File: src/hw/rtl/greedy_iou_track_table_macros.svh
// ----------------------------------------------------------------------------
// track table assertion macros
// shared assertion forms for the tracker rtl
// ----------------------------------------------------------------------------
`ifndef GREEDY_IOU_TRACK_TABLE_MACROS_SVH
`define GREEDY_IOU_TRACK_TABLE_MACROS_SVH

// implication checked every cycle outside reset
`define GITT_ASSERT_IMP(label, clk, rst, ante, cons) \
  label: assert property (@(posedge clk) disable iff (rst) (ante) |-> (cons)) \
    else $error("assertion failed");

// implication checked in the cycle after the antecedent
`define GITT_ASSERT_NEXT(label, clk, rst, ante, cons) \
  label: assert property (@(posedge clk) disable iff (rst) (ante) |=> (cons)) \
    else $error("assertion failed");

`endif

File: src/hw/rtl/gitt_pkg.sv
// ----------------------------------------------------------------------------
// gitt_pkg
// types and constants of the iou track table
// ----------------------------------------------------------------------------
package gitt_pkg;

  localparam int MAX_TRACKS_DEF = 32;
  localparam int COORD_BITS_DEF = 12;
  localparam int FIELD_BITS     = 12;
  localparam int COLOR_COUNT    = 30;

  localparam logic [0:0] REG_IOU_PERCENT = 1'd0;
  localparam logic [0:0] REG_MISS_LIMIT  = 1'd1;

  localparam logic FUNC_BOX = 1'b0;
  localparam logic FUNC_EOF = 1'b1;

  typedef struct packed {
    logic                  func;
    logic [FIELD_BITS-1:0] left_x;
    logic [FIELD_BITS-1:0] top_y;
    logic [FIELD_BITS-1:0] right_x;
    logic [FIELD_BITS-1:0] bottom_y;
  } in_word_t;

  typedef struct packed {
    logic [4:0]  track_slot;
    logic [4:0]  color_index;
    logic [15:0] age_frames;
    logic        new_track;
    logic        table_full;
    logic        frame_end;
    logic [5:0]  live_tracks;
  } out_word_t;

  // command for the cells of the chain, applied by the tail cell
  typedef enum logic [1:0] {
    CMD_NONE,
    CMD_UPDATE,
    CMD_OPEN,
    CMD_AGE
  } cmd_t;

  typedef struct packed {
    cmd_t        cmd;
    logic [7:0]  miss_limit;
  } cell_ctl_t;

endpackage

File: src/hw/rtl/gitt_iou.sv
// ----------------------------------------------------------------------------
// gitt_iou
// pipelined iou scoring of the box against the slot at the chain head
// ----------------------------------------------------------------------------
module gitt_iou #(
  parameter int CB = gitt_pkg::COORD_BITS_DEF
) (
  input  logic              clk,
  input  logic [4*CB-1:0]   a,
  input  logic [4*CB-1:0]   b,
  input  logic              eligible,
  output logic [2*CB-1:0]   inter,
  output logic [2*CB:0]     uni,
  output logic              ok
);
  logic [CB-1:0] al, at, ar, ab, bl, bt, br, bb;
  logic [CB-1:0] il, it, ir, ib;
  logic [CB-1:0] wa, ha, wb, hb, wi, hi;
  logic [CB-1:0] wa_q, ha_q, wb_q, hb_q, wi_q, hi_q;
  logic          el_q, el_q2;
  logic [2*CB-1:0] area_a, area_b, area_i;

  function automatic logic [CB-1:0] span(input logic [CB-1:0] lo_v, input logic [CB-1:0] hi_v);
    span = (hi_v > lo_v) ? hi_v - lo_v : '0;
  endfunction

  always_comb begin
    {al, at, ar, ab} = a;
    {bl, bt, br, bb} = b;
    il = (al > bl) ? al : bl;
    it = (at > bt) ? at : bt;
    ir = (ar < br) ? ar : br;
    ib = (ab < bb) ? ab : bb;
    wa = span(al, ar);
    ha = span(at, ab);
    wb = span(bl, br);
    hb = span(bt, bb);
    wi = span(il, ir);
    hi = span(it, ib);
  end

  always_ff @(posedge clk) begin
    wa_q <= wa;
    ha_q <= ha;
    wb_q <= wb;
    hb_q <= hb;
    wi_q <= wi;
    hi_q <= hi;
    el_q <= eligible;
    area_a <= (2*CB)'(wa_q) * (2*CB)'(ha_q);
    area_b <= (2*CB)'(wb_q) * (2*CB)'(hb_q);
    area_i <= (2*CB)'(wi_q) * (2*CB)'(hi_q);
    el_q2  <= el_q;
    inter  <= area_i;
    uni    <= {1'b0, area_a} + {1'b0, area_b} - {1'b0, area_i};
    ok     <= el_q2 && (({1'b0, area_a} + {1'b0, area_b} - {1'b0, area_i}) != '0);
  end

endmodule
File: config.mk
export PLATFORM = sky130hd
export DESIGN_NAME = gitt_iou
export DESIGN_NICKNAME = d
export VERILOG_FILES = /design/src/hw/rtl/greedy_iou_track_table_macros.svh /design/src/hw/rtl/gitt_pkg.sv /design/src/hw/rtl/gitt_iou.sv
export SDC_FILE = /design/constraint.sdc
export NUM_CORES = 1
export LEC_CHECK = 0
export BUFFER_PORTS_ARGS = -buffer_cell sky130_fd_sc_hd__buf_2
export CELL_PAD_IN_SITES_DETAIL_PLACEMENT = 1
export CELL_PAD_IN_SITES_GLOBAL_PLACEMENT = 2
export CORE_MARGIN = 10
export CORE_UTILIZATION = 43
export CTS_CLUSTER_DIAMETER = 50
export DETAILED_ROUTE_END_ITERATION = 12
export GPL_TIMING_DRIVEN = 0
export PLACE_DENSITY_LB_ADDON = 0.05
export SLEW_MARGIN = 20
export SYNTH_ARGS = -nofsm -noshare
export SYNTH_HDL_FRONTEND = slang
export SYNTH_SLANG_ARGS = --single-unit
File: constraint.sdc
create_clock -name clk -period 10.95 [get_ports clk]
set_input_delay 2.19 -clock clk [delete_from_list [all_inputs] [get_ports clk]]
set_output_delay 2.19 -clock clk [all_outputs]
set_load 0.01 [all_outputs]
# --- Word level (Yosys, flattened, before mapping) ---
# Index checks and enable logic that the tools add are counted.
# W data, S select, Z words.
op_classes:
  addsub: 8
  n_mux: 4
  magnitude_cmp: 10
  n_reduce_logical: 2
  mul: 3
ops:
  columns: ["op", "n"]
  rows:
  - ["$gt A12 B12 Y1", 8]
  - ["$mul A12 B12 Y24", 3]
  - ["$sub A12 B12 Y12", 6]
  - ["$mux W12", 4]
  - ["$add A24 B24 Y25", 1]
  - ["$reduce_bool A25 Y1", 1]
  - ["$sub A25 B24 Y25", 1]
  - ["$lt A12 B12 Y1", 2]
  - ["$logic_and A1 B1 Y1", 1]
totals:
  reg_bits: 196
  wordCells: 41
  inputBits: 98
  output_inout_bits: 50

# --- Longest topological paths before layout ---
logic_depth:
  depth_word: 4
  ltp_mapped: 25
  mapped_depth_nobuf: 24

# --- Worst setup path after synthesis ---
# No wires, ideal clock.
synth_path:
  path_type: "input to register"
  startpoint: "input b[13]"
  endpoint: "register wi_q[5]"
  path_stages: 24
  t_arrival_ps: 6542
  setup_slack_ps: 4276
  setup_ps: 132
  required_time_ps: 10818
  cell_sequence: "inv_1 ha_1 a21o_1 a21o_1 a21o_1 a21o_1 a21o_1 a21o_1 a21oi_1 o21ai_1 clkbuf_1 mux2_2 ha_1 nor2b_1 o21ai_0 a21boi_0 o21ai_0 a21boi_0 o21a_1 o21ai_0 a21oi_1 o31ai_1 clkbuf_1 nor3_1"
synth_between:
  elab_chain_len: 3
  elab_cells_between_ends: 4
  cone_classes: "1 x add/sub; 2 x order compare; 1 x mux"
synth_lines:
  columns: ["item", "line_no", "text"]
  rows:
  - ["start: declaration", "gitt_iou.sv:10", "input logic [4*CB-1:0] b,"]
  - ["$lt A12 B12 Y1", "gitt_iou.sv:32", "ir = (ar < br) ? ar : br;"]
  - ["$mux W12 (*)", "gitt_iou.sv:32", null]
  - ["$sub A12 B12 Y12 or $gt A12 B12 Y1 (tied branches)", "gitt_iou.sv:24", "span = (hi_v > lo_v) ? hi_v - lo_v : '0;"]
  - ["end signal: assignment", "gitt_iou.sv:47", "wi_q <= wi;"]
  - ["end: declaration", "gitt_iou.sv:19", "logic [CB-1:0] wa_q, ha_q, wb_q, hb_q, wi_q, hi_q;"]
# Every way passes the cells marked *; elsewhere a longest branch is shown, timed or not.
# A chain may end at the register's enable or synchronous reset.

# --- Worst setup path after layout ---
layout_path:
  startpoint: "input b[13]"
  endpoint: "register wi_q[6]"
# Same word-level chain as after synthesis.

==> impl_metrics.yaml <==
drt:
  dr.pass1.iters: 5
  routedWlPerCell_um: 20.67
  drt_iter0_markers: 969
  via_count: 19253
  via_per_inst: 5.103
  post-route-drc-count: 0
  routed_wl_um: 77990
  ant_nets: 0
logic_synthesis:
  yosys.area.top_type_share_pct: 26.78
  synth_edf_count: 0
  syn_area_um2: 24660
  yosysUniqueCellTypes: 71
  synth_ff_type: "dfxtp_1"
  seq_area_frac_synth_pct: 15.91
  async_flop_share_pct: 0
  syn_inst: 2833
  synth_area_leaders: "fa_1, ha_1, dfxtp_1, inv_1, nand2_1"
  yosys.area.top_type: "fa_1"
  ys_seq_elements: 196
  synth_most_common_cell: "inv_1"
  yosys_warnings: 0
  synth_nets: 3590
  synth_common_cells: "inv_1, fa_1, ha_1"
  syn_avg_cell_area_um2: 8.706
cts:
  numCtsBuffers: 17
  cts_setup_buffers: 0
  cts_root_buf: "clkbuf_16"
  cts_buffer_depth: 2
  holdBufCountCts: 0
  clock_latency_ns: 0.49
  clk_pin_slew_worst_paths_ns: 0.08
  cts_tree: "built"
  htreeDepth: 4
  clock-sinks: 196
  cts.repair.resized: 0
global_routing:
  overflow: 0
  grt_first_pass_wirelength_um: 122100
  grtUsageTotal_pct: 23.59
  grt_pass1_vias: 21052
  antenna_found_initial: 20
  grt_max_degree: 21
floorplan:
  die_w_um: 259.5
  coreArea_um2: 56600
  dieArea_um2: 67340
  initial_core_util_pct: 43.57
  fp.dieH_um: 259.5
  ios: 148
  num_rows: 87
finish:
  layout-drive-gt1-share_pct: 7.005
  final_nets: 3756
  areaGrowthSynthToFinish_pct: 9.415
placed_design:
  hpwl_um: 69010
  port-buffer-count: 147
  place.gp.congestion: 0.9155
pwr:
  ir_worst_vdd_v: 0.0002062
  power_leakage_nw: 14.26
  power_density_nw_per_um2: 203.5
timing:
  fmax_mhz: 134.8
  slew_headroom_pct: 38.26
  finalHoldViolations: 0
  worst_pin_slew_ns: 0.9195
  setup_viol: 0
  finClkSkew_ns: 0.01774
  rsz0062_at_grt: "false"
  slew_violations: 0
  post-route-period-util_pct: 67.77
  finalHoldWorstSlack_ns: 0.3533
  finalSetupTns_ns: 0
  min_period_ns: 7.421
setup_path:
  cp.required_ns: 11.28
  crit_arrival_ns: 7.75
  crit_fanout: 10
  worstSetupPathType: "primary input to flop"
  crit_path_end_kind: "flop"
  critPathLaunchType: "primary input"
flow_run:
  drv_cap: 0
outcome:
  status: "finished clean"
worst_hold_path:
  hp-class: "flop to flop"
==> final cells by class <==
class                   count  area (µm²)
diodes                      5       12.51
flip-flops and latches    196        3924
fillers                  6775       29620
repair buffers            147       735.7
multi-input cells        1936       18110
plain buffers              84       316.6
well taps                 756       945.9
clock inverters            15       202.7
clock buffers              17       425.4
inverters                 617        2316
==> flip-flops by register name (all words and copies together), names as in the netlist <==
register  cells
wb_q         12
wa_q         12
el_q2         1
area_i       24
el_q          1
ha_q         12
area_a       24
uni          25
inter        24
wi_q         12
hi_q         12
ok            1
area_b       24
hb_q         12
==> placed cells by master, fill, tap and decap left out, drive strengths merged, types with 6 or more instances in the layout <==
master,instances
mux2,22
a21o,50
clkbuf,99
and2,166
mux2i,30
nor3b,7
nand4,25
nor4,8
xnor2,71
fa,330
nor2b,38
nor3,53
xor2,28
nand2,317
nor2,129
inv,626
a21boi,19
nand2b,26
o21ai,72
o31ai,12
a211oi,9
o21bai,6
o41ai,6
and3,11
or3,7
nand3,16
buf,149
o21a,15
a21oi,82
dfxtp,196
ha,329
==> cells by family after synthesis <==
kind of cell / synth area share (%)
compound gates: 8.172
fa+ha+maj: 43.47
flops: 15.91
mux: 2.222
simple gates: 16.00
buf+inv: 10.67
xor+xnor: 3.546
==> metrics by stage <==
stage / utilization [%] / setup WS (ns) / std cells / total power (W) / area, µm²
after floorplan: - / 4.276 / 2833 / 0.003641 / 24660
after global placement: 46.55 / 3.110 / 3736 / 0.004763 / 26350
after detailed placement: 46.55 / 2.971 / 3736 / 0.004853 / 26350
after CTS: 47.65 / 3.506 / 3768 / 0.005567 / 26970
after global routing: 47.65 / 3.108 / 3768 / 0.006053 / 26970
final: 47.68 / 3.529 / 3773 / 0.005492 / 26990
==> layer usage <==
metal | vias to the layer above | part of all wire (%) | track usage (%)
met4 | 2 | 2.0 | 5.863
met3 | 69 | 5.0 | 3.586
li1 | 9165 | - | -
met1 | 9623 | 46 | 31.33
met5 | - | 0.017 | 0
met2 | 394 | 47 | 39.57
==> path summary, 6_finish.rpt <==
kind,startpoint,end,slack [ns],cells past startpoint
setup reg to reg,wi_q[2],area_i[22],4.52,21
hold / removal,el_q,el_q2,0.35,0
hold reg to reg,el_q,el_q2,0.35,0
setup / recovery,b[13],wi_q[6],3.53,26
==> report_power, final <==
group	total [W]	internal (W)	switching (W)
Clock	0.000683	0.000351	0.000332
Sequential	0.00110	0.000967	0.000135
Combinational	0.00371	0.00143	0.00228
==> worst max-delay path, stage by stage <==
cell	delay, ns
buf_2	0.13
inv_1	0.10
ha_1	0.28
a21o_1	0.16
a21o_1	0.17
a21o_1	0.17
a21o_1	0.17
a21o_1	0.18
a21o_1	0.18
a21oi_1	0.17
o21ai_1	0.17
clkbuf_1	0.35
mux2i_1	0.24
ha_1	0.28
fa_1	0.44
nor2b_1	0.18
o21ai_0	0.12
a21boi_0	0.24
o21ai_0	0.14
a21boi_0	0.27
o21a_1	0.16
o21ai_0	0.14
a21oi_1	0.21
o31ai_1	0.13
clkbuf_1	0.25
nor3_1	0.52
No activity file was read; power rests on OpenSTA's default activity.
