$ cat src/hw/rtl/greedy_iou_track_table_macros.svh
// ----------------------------------------------------------------------------
// track table assertion macros
// shared assertion forms for the tracker rtl
// ----------------------------------------------------------------------------
`ifndef GREEDY_IOU_TRACK_TABLE_MACROS_SVH
`define GREEDY_IOU_TRACK_TABLE_MACROS_SVH

// implication checked every cycle outside reset
`define GITT_ASSERT_IMP(label, clk, rst, ante, cons) \
  label: assert property (@(posedge clk) disable iff (rst) (ante) |-> (cons)) \
    else $error("assertion failed");

// implication checked in the cycle after the antecedent
`define GITT_ASSERT_NEXT(label, clk, rst, ante, cons) \
  label: assert property (@(posedge clk) disable iff (rst) (ante) |=> (cons)) \
    else $error("assertion failed");

`endif

$ cat src/hw/rtl/gitt_pkg.sv
// ----------------------------------------------------------------------------
// gitt_pkg
// types and constants of the iou track table
// ----------------------------------------------------------------------------
package gitt_pkg;

  localparam int MAX_TRACKS_DEF = 32;
  localparam int COORD_BITS_DEF = 12;
  localparam int FIELD_BITS     = 12;
  localparam int COLOR_COUNT    = 30;

  localparam logic [0:0] REG_IOU_PERCENT = 1'd0;
  localparam logic [0:0] REG_MISS_LIMIT  = 1'd1;

  localparam logic FUNC_BOX = 1'b0;
  localparam logic FUNC_EOF = 1'b1;

  typedef struct packed {
    logic                  func;
    logic [FIELD_BITS-1:0] left_x;
    logic [FIELD_BITS-1:0] top_y;
    logic [FIELD_BITS-1:0] right_x;
    logic [FIELD_BITS-1:0] bottom_y;
  } in_word_t;

  typedef struct packed {
    logic [4:0]  track_slot;
    logic [4:0]  color_index;
    logic [15:0] age_frames;
    logic        new_track;
    logic        table_full;
    logic        frame_end;
    logic [5:0]  live_tracks;
  } out_word_t;

  // command for the cells of the chain, applied by the tail cell
  typedef enum logic [1:0] {
    CMD_NONE,
    CMD_UPDATE,
    CMD_OPEN,
    CMD_AGE
  } cmd_t;

  typedef struct packed {
    cmd_t        cmd;
    logic [7:0]  miss_limit;
  } cell_ctl_t;

endpackage

$ cat src/hw/rtl/gitt_cell.sv
// ----------------------------------------------------------------------------
// gitt_cell
// one track slot; shifts its record to the neighbor during a scan
// ----------------------------------------------------------------------------
module gitt_cell #(
  parameter int CB = gitt_pkg::COORD_BITS_DEF
) (
  input  logic                 clk,
  input  logic                 rst,
  input  logic                 shift,
  input  logic                 upd,
  input  gitt_pkg::cell_ctl_t  ctl,
  input  logic [4*CB-1:0]      box_in,
  input  logic [4*CB-1:0]      in_box,
  input  logic [15:0]          in_age,
  input  logic [7:0]           in_missed,
  input  logic [4:0]           in_color,
  input  logic                 in_valid,
  input  logic                 in_before,
  input  logic                 in_matched,
  input  logic [4:0]           color_in,
  output logic [4*CB-1:0]      box,
  output logic [15:0]          age,
  output logic [7:0]           missed,
  output logic [4:0]           color,
  output logic                 valid,
  output logic                 prior,
  output logic                 matched
);
  import gitt_pkg::*;

  logic [7:0]  miss_inc;
  logic [15:0] age_inc;

  always_comb begin
    miss_inc = (in_missed == 8'hFF) ? in_missed : in_missed + 8'd1;
    age_inc  = (in_age == 16'hFFFF) ? in_age : in_age + 16'd1;
  end

  always_ff @(posedge clk) begin
    if (shift) begin
      box    <= in_box;
      age    <= in_age;
      missed <= in_missed;
      color  <= in_color;
      if (upd) begin
        unique case (ctl.cmd)
          CMD_UPDATE: begin
            box    <= box_in;
            age    <= age_inc;
            missed <= 8'd0;
          end
          CMD_OPEN: begin
            box    <= box_in;
            age    <= 16'd1;
            missed <= 8'd0;
            color  <= color_in;
          end
          CMD_AGE: begin
            if (in_valid && in_before && !in_matched) begin
              missed <= miss_inc;
              age    <= age_inc;
            end
          end
          default: ;
        endcase
      end
    end
  end

  always_ff @(posedge clk) begin
    if (rst) begin
      valid   <= 1'b0;
      prior   <= 1'b0;
      matched <= 1'b0;
    end else if (shift) begin
      valid   <= in_valid;
      prior   <= in_before;
      matched <= in_matched;
      if (upd) begin
        unique case (ctl.cmd)
          CMD_UPDATE: matched <= 1'b1;
          CMD_OPEN: begin
            valid   <= 1'b1;
            prior   <= 1'b0;
            matched <= 1'b1;
          end
          CMD_AGE: begin
            if (in_valid && in_before && !in_matched && (miss_inc > ctl.miss_limit)) begin
              valid <= 1'b0;
              prior <= 1'b0;
            end else begin
              prior <= in_valid;
            end
            matched <= 1'b0;
          end
          default: ;
        endcase
      end
    end
  end

endmodule

$ cat config.mk
export PLATFORM = sky130hd
export DESIGN_NAME = gitt_cell
export DESIGN_NICKNAME = d
export VERILOG_FILES = /design/src/hw/rtl/greedy_iou_track_table_macros.svh /design/src/hw/rtl/gitt_pkg.sv /design/src/hw/rtl/gitt_cell.sv
export SDC_FILE = /design/constraint.sdc
export NUM_CORES = 1
export LEC_CHECK = 0
export BUFFER_PORTS_ARGS = -buffer_cell sky130_fd_sc_hd__clkbuf_2
export CAP_MARGIN = 40
export CORE_MARGIN = 5
export CORE_UTILIZATION = 47
export CTS_BUF_LIST = sky130_fd_sc_hd__clkbuf_8
export DETAILED_ROUTE_END_ITERATION = 16
export GPL_ROUTABILITY_DRIVEN = 0
export GPL_TIMING_DRIVEN = 0
export PLACE_DENSITY = 0.91
export SLEW_MARGIN = 10
export SYNTH_ARGS = -nofsm -noshare
export SYNTH_HDL_FRONTEND = slang
export SYNTH_SLANG_ARGS = --single-unit
$ cat constraint.sdc
create_clock -name clk -period 3.3 [get_ports clk]
set_input_delay 0.825 -clock clk [delete_from_list [all_inputs] [get_ports clk]]
set_output_delay 0.825 -clock clk [all_outputs]
set_load 0.01 [all_outputs]
# Word-level counts from Yosys, hierarchy flattened
# Index checks and enable logic that the tools add are counted.
dict set report totals {
  ff_bits 80
  input_bits 147
  out_inout_bits 80
  elab_cells 39
}
dict set report op_classes {
  addsub 2
  order_cmp 1
  eq_ne 5
  n_mux 19
  reduce_logical 5
}
# operator n
set ops {}
lappend ops {{2-to-1 mux 48 bit} 2}
lappend ops {{2-to-1 mux 16 bit} 3}
lappend ops {{case mux 16 bit (3 select lines)} 1}
lappend ops {{2-to-1 mux 8 bit} 3}
lappend ops {{adder 16 x 1 -> 16 bit (second input constant)} 1}
lappend ops {{== test 16 bit (second input constant)} 1}
lappend ops {{case mux 8 bit (2 select lines)} 1}
lappend ops {{2-to-1 mux 5 bit} 2}
lappend ops {{adder 8 x 1 -> 8 bit (second input constant)} 1}
lappend ops {{== test 8 bit (second input constant)} 1}
lappend ops {{greater-than comparator 8 bit} 1}
lappend ops {{case mux 1 bit (2 select lines)} 3}
lappend ops {{== test 2 bit (second input constant)} 2}
lappend ops {{2-to-1 mux 1 bit} 4}
lappend ops {{logical AND 1 bit} 3}
lappend ops {{== test 2 x 1 -> 1 bit (second input constant)} 1}
lappend ops {{OR reduction 2 bit} 1}
lappend ops {{logical NOT 1 bit} 1}

# Logic depth before layout (Yosys ltp)
# Gate-level depths: netlist of run 1.
dict set report logic_depth {
  word_depth 7
  ltp_mapped 11
  mapped_depth_nobuf 10
}

# Worst setup path before layout of run 1
# No wires, ideal clock.
dict set report synth_path {
  path_kind {input to register}
  start {in in_missed[3]}
  end {reg prior}
  setup_ps 124
  arrival_ps 2730
  t_required_ps 3176
  path_slack_ps 446
  cell_stages 11
  n_path_buf 1
  cell_sequence {clkbuf_1 > and2_0 > nand2_1 > nor2_1 > mux2_2 > ha_1 > nor2b_1 > o21ai_0 > a21o_1 > a21oi_1 > o21ai_0}
}
dict set report synth_via {
  elab_chain_cells 7
  word_cells_on_any_way 8
  cone_classes {add/sub: 1; order compare: 1; eq/ne: 1; mux: 4; reduce/logical: 1}
}
# element line_no
set synth_lines {}
lappend synth_lines {{from (decl)} gitt_cell.sv:16} ;# input logic [7:0] in_missed,
lappend synth_lines {{adder 8 x 1 -> 8 bit / == test 8 bit (equally long branches)} gitt_cell.sv:36} ;# miss_inc = (in_missed == 8'hFF) ? in_missed : in_missed + 8'd1;
lappend synth_lines {{2-to-1 mux 8 bit (*)} gitt_cell.sv:36}
lappend synth_lines {{greater-than comparator 8 bit (*)} gitt_cell.sv:89} ;# if (in_valid && in_before && !in_matched && (miss_inc > ctl.miss_limit)) begin
lappend synth_lines {{logical AND 1 bit (*)} gitt_cell.sv:89}
lappend synth_lines {{2-to-1 mux 1 bit (*)} gitt_cell.sv:89}
lappend synth_lines {{case mux 1 bit (2 select lines) (*)} gitt_cell.sv:81} ;# unique case (ctl.cmd)
lappend synth_lines {{2-to-1 mux 1 bit (*)} gitt_cell.sv:80} ;# if (upd) begin
lappend synth_lines {{to (signal assigned)} gitt_cell.sv:78} ;# prior <= in_before;
lappend synth_lines {{to (signal assigned)} gitt_cell.sv:93} ;# prior <= in_valid;
lappend synth_lines {{to (decl)} gitt_cell.sv:27} ;# output logic prior,
# Mark *: on every way between the ends. The rest lies on a longest branch, timed or not.
# A chain may end at the register's enable or synchronous reset.

# Final worst setup path of run 1
# Ends and elaborated chain as after synthesis.

==> results of run 1 <==
## synth_stat cells (4+ instances only)
| library cell | instances |
|---|---|
| clkbuf_1 | 7 |
| mux2_2 | 55 |
| o22ai_1 | 4 |
| edfxtp_1 | 77 |
| nand4_1 | 4 |
| a21oi_1 | 17 |
| a22oi_1 | 4 |
| and3_1 | 4 |
| inv_1 | 17 |
| a31oi_1 | 10 |
| nand3_1 | 10 |
| a311oi_1 | 6 |
| nor2_1 | 24 |
| nand2_1 | 24 |
| ha_1 | 14 |
| o21ai_0 | 22 |
## routing by layer
layer | up-vias | GRT usage [%]
met5 | - | 0
met4 | 0 | 10.18
met3 | 29 | 5.343
met2 | 216 | 43.44
met1 | 1867 | 24.44
li1 | 1872 | -
## placed cells by master, fill, tap and decap left out, types with 3 or more instances in the layout
master / Yosys / final
a21oi_1: 17 / 17
a41oi_1: 3 / 3
nand4_1: 4 / 4
nand3b_1: 3 / 3
nor3_1: 3 / 3
nor2_1: 24 / 24
clkbuf_8: 0 / 9
and3_1: 4 / 4
edfxtp_1: 77 / 77
inv_6: 0 / 3
clkbuf_2: 0 / 224
nand2_1: 24 / 24
mux2_2: 55 / 55
dfxtp_1: 3 / 3
clkbuf_1: 7 / 7
a31oi_1: 10 / 10
a21o_1: 3 / 3
and2_1: 3 / 3
o21ai_0: 22 / 22
nand3_1: 10 / 10
inv_1: 17 / 17
a22oi_1: 4 / 4
o22ai_1: 4 / 4
ha_1: 14 / 14
nor4_1: 3 / 3
a311oi_1: 6 / 6
## power by group through the flow
stage	Combinational, W	Sequential [W]	Clock [W]
after floorplan	0.000183	0.00133	0
after global placement	0.000486	0.00128	0
after detailed placement	0.000508	0.00128	0
after CTS	0.000510	0.00126	0.000686
after global routing	0.000550	0.00126	0.000731
final	0.000507	0.00126	0.000667
## flip-flops by register name, summed over array words and instances (netlist names)
register / count
prior: 1
missed: 8
valid: 1
age: 16
box: 48
color: 5
matched: 1
## worst register-to-register path: cells and delay by family, from the launching register on
| family | cells | cell delay, ns |
|---|---|---|
| flops | 1 | 0.34 |
| simple gates | 3 | 0.33 |
| compound gates | 1 | 0.18 |
## stage by stage
stage	instances	utilization, %
after floorplan	359	-
after global placement	695	61.62
after detailed placement	696	61.87
after CTS	712	63.82
after global routing	712	63.82
final	712	63.82
## path summary, 6_finish.rpt
kind,depth (start not counted),to,start
worst max register to register,4,prior$_SDFFE_PP0P_,prior$_SDFFE_PP0P_
worst min register to register,2,matched$_SDFFE_PP0P_,matched$_SDFFE_PP0P_
worst max-delay path,11,prior$_SDFFE_PP0P_,in_missed[3]
worst min-delay path,2,matched$_SDFFE_PP0P_,matched$_SDFFE_PP0P_
## cell families after synthesis
logic type,Yosys count,synth area share [%]
fa+ha+maj,14,4.029
buf+inv,28,2.475
flops,80,54.56
mux,57,14.70
compound gates,79,11.40
simple gates,98,12.23
xor+xnor,3,0.6044
## area by class of cell
class	instances	area (um2)	share of cell area (%)
sequential	80	2372	40.81
multi-input combinational	251	1868	32.14
timing repair buffer	226	1149	19.76
tap	111	138.9	2.389
clock buffer	9	123.9	2.131
inverter	17	63.81	1.098
clock inverter	7	53.80	0.9255
buffer	11	43.79	0.7533
==> flow_results.org, run 1 <==
** Timing
- Based on the critical path, the design can be clocked at up to 0.3467 GHz.
- The worst path meets setup with 0.4155 ns of slack.
- Share of the clock period used by the worst path after layout :: 87.41%
- Endpoints failing setup :: 0
- The tightest hold path in the finished design has a slack of 0.5104 ns.
- Clock skew after layout :: 0 ns
- Max-slew headroom at the worst pin :: 46.59%
- Aggregate negative setup slack :: 0 ns
- Time the worst path needs with I/O delays and setup :: 2.885 ns
- RSZ-0062 raised after global routing :: false
- The final-report hold violation count was 0.
- The number of max-slew violations in the final report came to 0.
- For the pin with the worst max-slew slack, the measured transition is 0.8012 ns.

** Floorplan
- Area of the die :: 11270 um2
- Cell row count :: 35
- The die is 106.2 um tall.
- Overall die width :: 106.2 um
- I/O pin total :: 227
- Effective utilization at floorplan :: 47.73%
- In this run the standard cell core region covers 9109 um2.

** Clocking
- TritonCTS Buffers :: 9
- Count of buffers added by post-CTS timing repair for setup :: 0
- Clock latency on the worst-skew pair :: 0.34 ns
- TritonCTS built the clock tree.
- In this run the clock root is driven by a clkbuf_8.
- CTS Sinks :: 80
- The number of gates resized after CTS was 0.
- Clock-pin slew on the worst setup and hold paths :: 0.09 ns
- The H-tree was split into 3 levels.
- Maximum clock path buffer count :: 2
- Hold repair after CTS inserted 0 buffers.

** Placed design
- Detailed placement finished with a half-perimeter wire length of 10950 um.
- In this run the tool buffered the top-level ports with 225 buffer cells.
- Worst slack at placement :: 0.05844 ns
- After detailed placement, the total cell area comes to 5635 um2.

** Synthesis
- Yosys warning total :: 0
- Synthesized netlist cell count :: 359
- The netlist uses 50 different library cells.
- For this run, the leading register cell type out of synthesis is edfxtp_1.
- The number of nets handed over by synthesis was 520.
- After synthesis, the share of flip-flops with an asynchronous set or reset is 0%.
- Top-area cell type share of the netlist area :: 53.18%
- edfxtp_1 takes more of the synthesized area than any other cell.
- In this run, synthesis inferred 77 flip-flops with an integrated enable.
- Post-synthesis area per instance :: 12.11 um2
- The share of the Yosys chip area taken by registers is 54.56%.
- Top area cells in the synthesized netlist :: edfxtp_1 53%, mux2_2 14%, ha_1 4.0%
- Post-Synthesis Cell Area :: 4348 um2
- Post-synthesis register bit count :: 80

** Setup path
- Number of buffers and inverters on the critical path :: 1
- Delay-heaviest family, CP :: simple AND/OR/NAND/NOR gates
- Maximum fanout along the worst path :: 7
- Register-to-register setup slack :: 2.37 ns
- The worst setup path is captured at a flip-flop.
- Critical-path cell with the highest stage delay :: mux2_2
- The worst setup path is launched from an input port.
- Counting stages on the worst path, the most repeated cell is o21ai_0.
- Critical setup path kind :: in2reg
- Slowest cell delay on critical path :: 0.36 ns
- For the worst setup path, the data arrival time is 3.11 ns.
- STA puts the critical path data required time at 3.53 ns.
- Walking the worst path, the cells encountered are clkbuf_1 -> and2_0 -> nand2_1 -> nor2_1 -> mux2_2 -> ha_1 -> nor2b_1 -> o21ai_0 -> a21o_1 -> a21oi_1 -> o21ai_0.

** Global route
- The number of global-route vias before repair came to 4136.
- The initial antenna violation count came to 0.
- Pin count of the biggest net entering global routing :: 49
- Wire length of the first global-routing pass :: 20440 um
- All-layer global routing usage :: 23.14%
- Congestion Overflow GR :: 0

** Routing
- Violation count after the first detailed-routing iteration :: 344
- After detailed routing, the number of remaining DRC violations is 0.
- Wire segments on met2 add up to 7309 um in the final route.
- Total met3 wirelength after detailed routing :: 1053 um
- After detailed routing, the average wire length per cell comes to 18.91 um.
- Mean number of vias per cell :: 5.596
- The routed design has 13460 um of wire.
- In this run the remaining antenna-violating nets after routing total 0.
- The detailed router placed 3984 vias in this run.
- Before antenna repair, the detailed router went through 5 iterations.
- For this block, wires on met1 add up to 4785 um.
- Signal routing reaches up to met4.

** Power and ir drop
- Post-route total power :: 0.002430 W
- Internal power contribution :: 0.001743 W
- In this run the static leakage power is 2.594 nW.
- In this run switching power makes up 28.28% of total power.
- Peak supply drop :: 0.1849 mV
- The share of total power dissipated in sequential elements is 51.7%.
- The share of total power dissipated in the clock network is 27.5%.
- Pwr per Cell Area :: 418.0 nW/um2
- Combinational cells account for 20.9% of the total power.
- In this run the power spent charging and discharging nets is 0.0006872 W.

** Outcome
- The run finished with clean final reports.

** Final layout
- Count of filler cells inserted in the layout :: 717
- The number of antenna diodes in the final layout is 0.
- From synthesis to final layout, the design area changed by 33.70%.
- The net count of the finished layout is 757.
- Share of cells above drive strength 1 :: 50.58%
- Post-route cell area :: 5813 um2

** Run
- Max-cap violations in this run came to 0.

** Worst hold path
- Hold Path Class :: reg2reg
No activity file was read; power rests on OpenSTA's default activity.
==> inputs of run 2 (changes only) <==
--- a/config.mk
+++ b/config.mk
@@ -14,6 +14,7 @@
 export GPL_ROUTABILITY_DRIVEN = 0
 export GPL_TIMING_DRIVEN = 0
 export PLACE_DENSITY = 0.91
+export RECOVER_POWER = 25
 export SLEW_MARGIN = 10
 export SYNTH_ARGS = -nofsm -noshare
 export SYNTH_HDL_FRONTEND = slang
==> flow_results.org, run 2 (same netlist as run 1, synthesis figures left out) <==
** Outcome
- The flow ran to the end, but the final reports show violations.
- The checks that failed: max-capacitance violations, max-slew violations.

** Clocking
- For this design, the sink count on the clock tree is 80.
- No sink is reached through more buffers than the 2 on the longest clock path.
- The cell sitting at the root of the clock tree is a clkbuf_8.
- Total of hold buffers inserted after clock tree synthesis :: 0
- Once the clock tree was built, the setup fixing pass inserted 0 buffers.
- Gates resized during post-CTS repair numbered 0.
- TritonCTS Buffers :: 9
- After clock tree synthesis, the clock-pin slew on the worst setup and hold paths is 0.09 ns.
- TritonCTS built the clock tree.
- The clock tree synthesis step divided the H-tree into 3 levels.
- Clock latency on the worst-skew pair, taken at its later pin, is 0.34 ns.

** Final layout
- Registers with the highest flip-flop counts :: box (48), age (16), missed (8)
- Final cell count without fillers :: 712
- Number of flip-flops in the largest register :: 48
- Share of cells above drive strength 1 :: 50.42%
- With fillers left out, the area of the finished cells amounts to 5797 um2.
- Diode count :: 0
- More flip-flops sit in one register than any other, and that register is box.
- The library cell used most frequently in the layout, excluding fill and tap cells, is clkbuf_2.
- Top library cells by usage in the layout, fill and taps aside :: 224 x clkbuf_2, 77 x edfxtp_1, 55 x mux2_2
- Count of filler cells inserted in the layout :: 719
- Post-layout net count :: 757
- Compared with the post-synthesis result, the final layout area differs by 33.32%.

** Routing
- Final ANT Viol Nets :: 0
- Final routed wire length divided by cell count :: 19.01 um
- Wires add up to 13530 um.
- Summing over every cut layer, the via total after detailed routing is 4023.
- For this run, design rule violations remaining after detail routing come to 0.
- Length of the first detailed-routing pass in iterations :: 5
- Dividing the detail-routed via count by the number of cells gives 5.650.
- Violation count after the first detailed-routing iteration :: 338

** Setup path
- Sort of element at the end of the critical path :: flip-flop
- The critical path is of the in2reg type.
- Critical-path cell with the highest stage delay :: clkbuf_1
- Counting buffers and inverters, the worst setup path is 2 cells deep.
- Delay-heaviest family, CP :: buffers and inverters
- Maximum fanout along the worst path :: 48
- Required time worst endpoint :: 3.28 ns
- Worst Path Arrival :: 3.00 ns
- Measured in cells, the most critical reg-to-reg path has a length of 4.
- The endpoint identified for the worst register-to-register timing path is prior$_SDFFE_PP0P_.
- In this run the critical register-to-register path is launched from prior$_SDFFE_PP0P_.
- Start point of the critical path :: shift
- Following the worst setup path forward leads to its endpoint at box[21]$_DFFE_PP_.
- Slowest cell delay on critical path :: 1.28 ns
- Crit path launch type :: input port
- The number of buffers and inverters on the critical path is 2.
- Crit-path cells :: clkbuf_1 -> clkbuf_4
- Register-to-register setup slack :: 2.31 ns

** Floorplan
- Overall die width :: 106.2 um
- Cell row count :: 35
- I/O pin total :: 227
- The floorplan step set the die height to 106.2 um.
- The die covers 11270 um2.
- Once the floorplan was initialized, standard cells occupied 47.73% of the core.
- Floorplan Core Area :: 9109 um2

** Placed design
- Final HPWL DP :: 10950 um
- Counting tap cells, the placed design contains a total of 696 instances.
- DP Area :: 5635 um2
- Quantity of I/O buffers inserted on ports :: 225
- Worst slack at placement :: 0.05844 ns

** Timing
- Worst hold slack across all endpoints :: 0.5101 ns
- Summed over all failing endpoints, the final setup total negative slack is 0 ns.
- Endpoints failing setup :: 0
- Worst Tran Pin Value :: 1.828 ns
- Max-slew headroom at the worst pin :: -21.89%
- Share of the clock period used by the worst path after layout :: 91.53%
- The final-report hold violation count is 0.
- Time the worst path needs with I/O delays and setup :: 3.020 ns
- RSZ-0062 raised after global routing :: false
- The clock arrives with 0 ns of skew.
- The number of max-slew violations in the final report was 38.
- After layout, the worst setup slack is 0.2796 ns.
- Maximum clock rate :: 0.3311 GHz

** Worst hold path
- The worst hold path belongs to the class reg2reg.

** Global route
- Wire length of the first global-routing pass :: 20440 um
- Entering global routing, the biggest net connects 49 pins.
- All-layer global routing usage :: 23.14%
- The number of global-route vias before repair is 4136.
- After global routing the overflow that remains totals 0.
- Number of antenna violations at the first check in global routing :: 0

** Power and ir drop
- VDD sags by at most 0.1850 mV.
- Power spread over the standard cell area amounts to 419.1 nW/um2.
- The analysis attributes to cell leakage a power of 2.586 nW.

** Run
- Max_cap viols :: 1
-- run 2: final cells by class --
| cell class | instances | area, um2 | area share, % |
|---|---|---|---|
| multi-input cells | 251 | 1868 | 32.23 |
| plain buffers | 11 | 43.79 | 0.7554 |
| flip-flops and latches | 80 | 2372 | 40.92 |
| repair buffers | 226 | 1132 | 19.53 |
| clock buffers | 9 | 123.9 | 2.137 |
| clock inverters | 7 | 53.80 | 0.9281 |
| inverters | 17 | 63.81 | 1.101 |
| well taps | 111 | 138.9 | 2.396 |
-- run 2: tightest hold or removal path: stages, from the launching register on --
cell      delay (ns)
dfxtp_1         0.32
nor2_1          0.10
a311oi_1        0.05
-- run 2: per-layer routing --
| metal | wire (um) | GRT usage, % | up-vias |
|---|---|---|---|
| met5 | 0 | 0 | - |
| met4 | 320 | 10.18 | 0 |
| met3 | 1097 | 5.343 | 31 |
| met2 | 7336 | 43.44 | 230 |
| met1 | 4778 | 24.44 | 1889 |
| li1 | - | - | 1873 |
-- run 2: how the worst min path moves through the flow --
stage                                    start              endpoint  depth (start not counted)
after global routing      matched$_SDFFE_PP0P_  matched$_SDFFE_PP0P_                          2
final                     matched$_SDFFE_PP0P_  matched$_SDFFE_PP0P_                          2
after global placement    matched$_SDFFE_PP0P_  matched$_SDFFE_PP0P_                          2
after detailed placement  matched$_SDFFE_PP0P_  matched$_SDFFE_PP0P_                          2
after floorplan           matched$_SDFFE_PP0P_  matched$_SDFFE_PP0P_                          2
after CTS                 matched$_SDFFE_PP0P_  matched$_SDFFE_PP0P_                          2
-- run 2: through the flow --
step | utilization (%) | total power (W)
floorplan | - | 0.001513
global placement | 61.62 | 0.001762
detailed placement | 61.87 | 0.001787
CTS | 63.82 | 0.002453
global route | 63.64 | 0.002545
finish | 63.64 | 0.002429
-- run 2: power by group --
group | leakage [nW] | internal, W | switching (W) | total (W)
registers | 0.777 | 0.00123 | 0.0000282 | 0.00126
clock network | 0.0900 | 0.000283 | 0.000385 | 0.000667
logic | 1.72 | 0.000231 | 0.000275 | 0.000505
